**config.mk**
```make
export PLATFORM = sky130hd
export DESIGN_NAME = nths_cell
export DESIGN_NICKNAME = d
export VERILOG_FILES = /design/src/rtl/nths_pkg.sv /design/src/rtl/nths_cell.sv
export SDC_FILE = /design/constraint.sdc
export NUM_CORES = 1
export LEC_CHECK = 0
export BUFFER_PORTS_ARGS = -buffer_cell sky130_fd_sc_hd__buf_4
export CORE_ASPECT_RATIO = 0.8
export CORE_MARGIN = 3
export CORE_UTILIZATION = 35
export DETAILED_ROUTE_END_ITERATION = 16
export HOLD_SLACK_MARGIN = 0.15
export PLACE_DENSITY_LB_ADDON = 0.05
export RECOVER_POWER = 50
export SLEW_MARGIN = 5
export SYNTH_ARGS = -nofsm -noshare
export SYNTH_HDL_FRONTEND = slang
export SYNTH_SLANG_ARGS = --single-unit
```
**constraint.sdc**
```tcl
create_clock -name i_clk -period 19.3 [get_ports i_clk]
set_input_delay 3.86 -clock i_clk [delete_from_list [all_inputs] [get_ports i_clk]]
set_output_delay 3.86 -clock i_clk [all_outputs]
set_load 0.005 [all_outputs]
```
**src/rtl/nths_pkg.sv**
```systemverilog
// Types and constants shared by the neighbor table and next hop selection unit.
package nths_pkg;

    localparam int ADDR_W   = 16;
    localparam int ENERGY_W = 16;
    localparam int TRUST_W  = 10;
    localparam int SLOT_W   = 4;
    localparam int SCORE_W  = TRUST_W + ENERGY_W;
    localparam int CFG_IDX_W  = 2;
    localparam int CFG_DATA_W = 16;

    localparam logic [TRUST_W-1:0] TRUST_FULL = 10'd1000;

    // Configuration register indexes.
    localparam logic [CFG_IDX_W-1:0] REG_TRUST_THR  = 2'd0;
    localparam logic [CFG_IDX_W-1:0] REG_ENERGY_THR = 2'd1;
    localparam logic [CFG_IDX_W-1:0] REG_TRUST_BONUS = 2'd2;

    localparam logic [TRUST_W-1:0]  RST_TRUST_THR   = 10'd500;
    localparam logic [ENERGY_W-1:0] RST_ENERGY_THR  = 16'd10;
    localparam logic [TRUST_W-1:0]  RST_TRUST_BONUS = 10'd10;

    typedef struct packed {
        logic [ADDR_W-1:0]   neighbor_addr;
        logic [ENERGY_W-1:0] neighbor_energy;
        logic [TRUST_W-1:0]  neighbor_trust;
    } t_hello;

    typedef struct packed {
        logic                stored;
        logic [SLOT_W-1:0]   entry_slot;
        logic                hop_found;
        logic [SLOT_W-1:0]   hop_slot;
        logic [ADDR_W-1:0]   hop_addr;
    } t_hop_result;

    // Thresholds seen by every cell.
    typedef struct packed {
        logic [TRUST_W-1:0]  trust_thr;
        logic [ENERGY_W-1:0] energy_thr;
    } t_hop_cfg;

    // Token that walks the cell row, one cell per cycle.
    typedef struct packed {
        logic                valid;
        logic [ADDR_W-1:0]   addr;
        logic [ENERGY_W-1:0] energy;
        logic [TRUST_W-1:0]  trust;
        logic                stored;
        logic                added;
        logic [SLOT_W-1:0]   slot;
        logic                found;
        logic [SCORE_W-1:0]  lead_score;
        logic [SLOT_W-1:0]   best_slot;
        logic [ADDR_W-1:0]   best_addr;
    } t_hop_pkt;

endpackage

```
**src/rtl/nths_cell.sv**
```systemverilog
// One table slot: holds an entry, updates it and scores it as the token passes.
module nths_cell #(
    parameter int IDX = 0,
    parameter int CW  = 5
) (
    input  logic               i_clk,
    input  logic               i_rst_n,
    input  nths_pkg::t_hop_pkt i_pkt,
    input  logic [CW-1:0]      i_used,
    input  nths_pkg::t_hop_cfg i_cfg,
    output nths_pkg::t_hop_pkt o_pkt
);

    localparam logic [CW-1:0] IDX_C = CW'(IDX);
    localparam logic [nths_pkg::SLOT_W-1:0] SLOT_C = nths_pkg::SLOT_W'(IDX);

    logic [nths_pkg::ADDR_W-1:0]   r_addr;
    logic [nths_pkg::ENERGY_W-1:0] r_energy;
    logic [nths_pkg::TRUST_W-1:0]  r_trust;
    logic                          r_valid;
    nths_pkg::t_hop_pkt            r_pkt;
    nths_pkg::t_hop_pkt            n_pkt;

    logic                          in_use;
    logic                          hit;
    logic                          app;
    logic                          wr;
    logic [nths_pkg::ENERGY_W-1:0] cur_e;
    logic [nths_pkg::TRUST_W-1:0]  cur_t;
    logic [nths_pkg::SCORE_W-1:0]  score;
    logic                          take;

    always_comb begin
        in_use = IDX_C < i_used;
        hit    = i_pkt.valid && !i_pkt.stored && in_use && (r_addr == i_pkt.addr);
        // The first free slot takes the hello when no used slot matched.
        app    = i_pkt.valid && !i_pkt.stored && (IDX_C == i_used);
        wr     = hit || app;
        cur_e  = wr ? i_pkt.energy : r_energy;
        cur_t  = wr ? i_pkt.trust : r_trust;
        score  = nths_pkg::SCORE_W'(cur_t) * nths_pkg::SCORE_W'(cur_e);
        take   = (in_use || app) && (cur_t > i_cfg.trust_thr)
                 && (cur_e > i_cfg.energy_thr)
                 && (!i_pkt.found || (score > i_pkt.lead_score));

        n_pkt = i_pkt;
        if (wr) begin
            n_pkt.stored = 1'b1;
            n_pkt.added  = app;
            n_pkt.slot   = SLOT_C;
        end
        if (take) begin
            n_pkt.found      = 1'b1;
            n_pkt.lead_score = score;
            n_pkt.best_slot  = SLOT_C;
            n_pkt.best_addr  = wr ? i_pkt.addr : r_addr;
        end
    end

    always_ff @(posedge i_clk) begin
        if (wr) begin
            r_addr   <= i_pkt.addr;
            r_energy <= i_pkt.energy;
            r_trust  <= i_pkt.trust;
        end
        r_pkt <= n_pkt;
    end

    always_ff @(posedge i_clk) begin
        if (!i_rst_n) begin
            r_valid <= 1'b0;
        end else begin
            r_valid <= i_pkt.valid;
        end
    end

    always_comb begin
        o_pkt       = r_pkt;
        o_pkt.valid = r_valid;
    end

endmodule

```
After elaboration in Yosys (flattened, before gate mapping):

Cells that the tools add are included.

* bits in registers: 138

* $mul: 1
* order comparisons: 4
* eq/ne operators: 1
* muxes and demuxes: 5
* reductions and logical operators: 13

Operators with widths (number)
* two-way mux 46 bit: 1
* two-way mux 16 bit: 2
* > comparator 26 bit: 1
* multiplier 10 x 16 -> 26 bit: 1
* equality test 16 bit: 1
* > comparator 16 bit: 1
* > comparator 10 bit: 1
* two-way mux 10 bit: 1
* logical AND 1 bit: 7
* logical NOT 5 bit: 1
* < comparator 1 x 5 -> 1 bit (first input constant): 1
* two-way mux 5 bit: 1
* logical OR 1 bit: 3
* logical NOT 1 bit: 2

Longest topological paths before layout:

* word-level depth: 11
* mapped depth: 37
* mapped depth without buffers: 32

Worst setup path before layout:

No wires, ideal clock.

* path kind: input -> register
* start point: input port i_used[2]
* end point: register r_pkt, in the netlist o_pkt[10]
* stages on the path: 35
* data arrival time: 11640 ps
* path buffers: 6
* slack: 7539 ps
* cells stage by stage: or4_4 > nor3_2 > o21ba_2 > clkbuf_1 > buf_2 > clkbuf_1 > buf_2 > nand3_1 > nand2_1 > fa_1 > inv_1 > fa_1 > fa_1 > inv_1 > fa_1 > inv_1 > fa_1 > inv_1 > ha_1 > a21o_1 > o21bai_1 > or3_1 > o21ai_1 > o21bai_1 > xor2_1 > ha_1 > nand2_1 > o21ai_0 > a211oi_1 > o31ai_1 > a21oi_1 > or3_1 > buf_6 > buf_12 > mux2_4

RTL lines
* from (decl): RTL line nths_cell.sv:9 `input logic [CW-1:0] i_used,`
* to (signal assigned): RTL line nths_cell.sv:66 `r_pkt <= n_pkt;`
* to (decl): RTL line nths_cell.sv:21 `nths_pkg::t_hop_pkt r_pkt;`

==> out/qor.yml <==
sta:
  rsz0062_at_grt: "no"
  maxSlewHeadroom_pct: 11.95
  clock.fmax_ghz: 0.07532
  worst_slew_pin_slew_ns: 1.321
  slew_violations: 0
  fin_setup_tns_ns: 0
  clock-skew-final_ns: 0.01540
  hold_violations: 0
  min_period_over_period_pct: 68.79
  finalCriticalPeriod_ns: 13.28
  setup_violations: 0
logic_synthesis:
  synthAdderAreaFrac_pct: 28.75
  ys_ff_latch: 138
  synth-seq-area-share_pct: 21.97
  syn_area_per_cell_um2: 8.345
  ys_warn_count: 0
  synthCells: 1507
  synthArstFlopShare_pct: 0
  ys.flop_type: "dfxtp_1"
  synth_simple_gate_area_share_pct: 21.18
  ys_types: 65
  synth_xor_area_share_pct: 2.129
  synth_top_family_by_area: "adder cells"
  synth_edf_count: 0
  synth_nets: 1859
  synth_area_um2: 12580
  synth_compound_area_share_pct: 11.02
  synthMuxAreaShare_pct: 4.805
die:
  io_pins: 225
  chipHeight_um: 175.5
  rows: 61
  die_x_um: 217.9
  initial_utilization_pct: 35.82
  core_um2: 35110
  dieArea_um2: 38260
place:
  hpwlAfterDp_mm: 31.61
  placed_area_um2: 14400
  gp_congestion: 0.8434
  port_buffers: 224
clocking:
  cts_hold_buf: 0
  postCtsSetupBuffers: 0
  cts-root-buf: "clkbuf_16"
  cts_max_level: 4
  cts_tree: "done"
  cts_resized: 0
  cts_buffers: 17
  clk_pin_slew_ns: 0.07
  cts.sink_count: 138
  clockBufferDepth: 2
  insertion_delay_ns: 0.46
setup_path:
  critPathLaunchType: "primary input"
  r2r_start: "r_addr[4]$_DFF_P_"
  critPathMaxStageDelay_ns: 0.79
  worstSetupEndpointType: "flip-flop"
  required_ns: 19.64
  cp_max_fo: 91
  slowest_stage: "buf_4"
  cpLargestDelayFamily: "adder cells"
  criticalPathCategory: "in2reg"
  startpoint: "i_pkt[83]"
  crit_arrival_ns: 13.61
  cp_num_buf_inv: 8
cells_and_area:
  nets: 1993
  fin_area_um2: 14820
  drive_gt1_share_pct: 15.84
  fill_cells: 3597
  n_antenna_cell: 0
  area_growth_pct: 17.86
job:
  maxCapViolCount: 0
power_and_ir_drop:
  powerDensity_nw_per_um2: 69.65
  p_total_w: 0.001032
  leakagePower_nw: 8.120
  peakVddDrop_mv: 0.04966
route:
  via_per_inst: 5.255
  drc: 0
  first_iter_violations: 905
  ant_nets: 0
  via_count: 11173
  drt_wl_total_mm: 42.98
  drtPass1Iterations: 5
  wl_per_cell_um: 20.22
hold_path:
  worstHoldPathType: "reg2reg"
  hp-start: "r_addr[4]$_DFF_P_"
status:
  outcome: "complete, no violations"
global_route:
  grtUsageTotal_pct: 22.45
  grt_remaining_overflow: 0
  antenna_found_initial: 0
  grt_first_pass_wirelength_mm: 65.91
  grt_max_degree: 187
  grt_pass1_vias: 10909
synthesized netlist by cell type, drive strengths merged (2+ instances only):
library cell / number / share of area (%)
nand2: 222 / 6.6
inv: 197 / 5.9
nand3: 159 / 6.3
dfxtp: 138 / 22
ha: 113 / 11
fa: 110 / 18
and3: 88 / 4.4
a31oi: 86 / 4.3
clkbuf: 70 / 2.1
buf: 46 / 2.2
mux2: 40 / 4.6
a21oi: 33 / 1.3
a21o: 22 / 1.3
nor2: 19 / 0.57
o21ai: 18 / 0.72
xor2: 18 / 1.3
nand4: 13 / 0.70
and2: 10 / 0.50
xnor2: 10 / 0.70
nor3: 9 / 0.40
nand2b: 8 / 0.40
o31ai: 7 / 0.42
o21a: 6 / 0.36
or3: 6 / 0.30
nor2b: 5 / 0.25
a211oi: 4 / 0.28
a41oi: 4 / 0.28
nor4: 4 / 0.20
o21bai: 4 / 0.24
a221oi: 3 / 0.21
mux2i: 3 / 0.24
o211ai: 3 / 0.18
a2111oi: 2 / 0.15
a311oi: 2 / 0.14
o2111ai: 2 / 0.14
o211a: 2 / 0.16
o21ba: 2 / 0.16
o22ai: 2 / 0.099
or4: 2 / 0.15
path summary, 6_finish.rpt:
path / slack (ns) / depth (start not counted) / end
max: 6.02 / 34 / o_pkt[0]$_DFF_P_
min: 0.47 / 2 / r_addr[4]$_DFF_P_
max reg2reg: 9.25 / 33 / o_pkt[0]$_DFF_P_
min reg2reg: 0.47 / 2 / r_addr[4]$_DFF_P_
per-layer routing:
layer  wire, µm  track usage (%)  share of wire (%)  vias up
met5          0                0                  0        -
met4        561            4.211                1.3        0
met3       3064            4.929                7.1       46
met2      19360            34.54                 45      428
met1      20000            32.57                 47     5355
li1           -                -                  -     5344
report_power, final:
part	internal [W]	switching, W	total [W]
sequential	0.000307	0.0000362	0.000344
combinational	0.000137	0.000192	0.000329
clock	0.000198	0.000161	0.000359
tightest hold or removal path, cell delays in order (launching register included):
cell,delay [ns]
dfxtp_1,0.32
nand2_1,0.05
nand2_1,0.05
layout make-up:
| cell class | count | area [µm²] | area share (%) |
|---|---|---|---|
| multi-input combinational | 1056 | 8557 | 57.73 |
| sequential | 138 | 2763 | 18.64 |
| timing repair buffer | 231 | 1551 | 10.47 |
| inverter | 197 | 739.5 | 4.989 |
| tap | 472 | 590.6 | 3.984 |
| clock buffer | 17 | 425.4 | 2.870 |
| clock inverter | 15 | 195.2 | 1.317 |
cell families (layout without fill, tap and decap cells):
family	count (synthesis)	in the layout
AOI/OAI and AO/OA	210	210
xor gates and xnor gates	29	29
muxes	43	43
adders and majority gates	223	223
and+or+nand+nor	551	551
buffers and inverters	313	460
DFF	138	138
state kept, by name, summed over array words and instances (netlist names):
signal    count
o_pkt        95
r_trust      10
r_energy     16
r_addr       16
r_valid       1
cell usage in the layout (no fill, tap or decap), drive strengths merged, types with 4 or more instances in the layout:
cell,Yosys,routed
a31oi,86,86
clkbuf,70,134
dfxtp,138,138
inv,197,206
or3,6,6
o21bai,4,4
o31ai,7,7
a211oi,4,4
o21ai,18,18
a41oi,4,4
xor2,18,18
xnor2,10,10
fa,110,110
o21a,6,6
a21oi,33,33
nand4,13,13
nand2b,8,8
buf,46,114
a21o,22,22
nor2b,5,5
nor4,4,4
mux2,40,40
nor2,19,19
nand3,159,159
nand2,222,222
and3,88,88
and2,10,10
ha,113,113
nor3,9,9
stage by stage:
stage / instances / util (%) / worst slack (ns) / hold slack [ns]
floorplan: 1507 / - / 7.539 / 0.4439
global placement: 2094 / 41.01 / 5.758 / 0.4591
CTS: 2126 / 42.77 / 6.139 / 0.4723
finish: 2126 / 42.22 / 6.024 / 0.4730
global route: 2126 / 42.22 / 5.514 / 0.5064
detailed placement: 2094 / 41.01 / 5.712 / 0.4621
No activity file was read; power rests on OpenSTA's default activity.
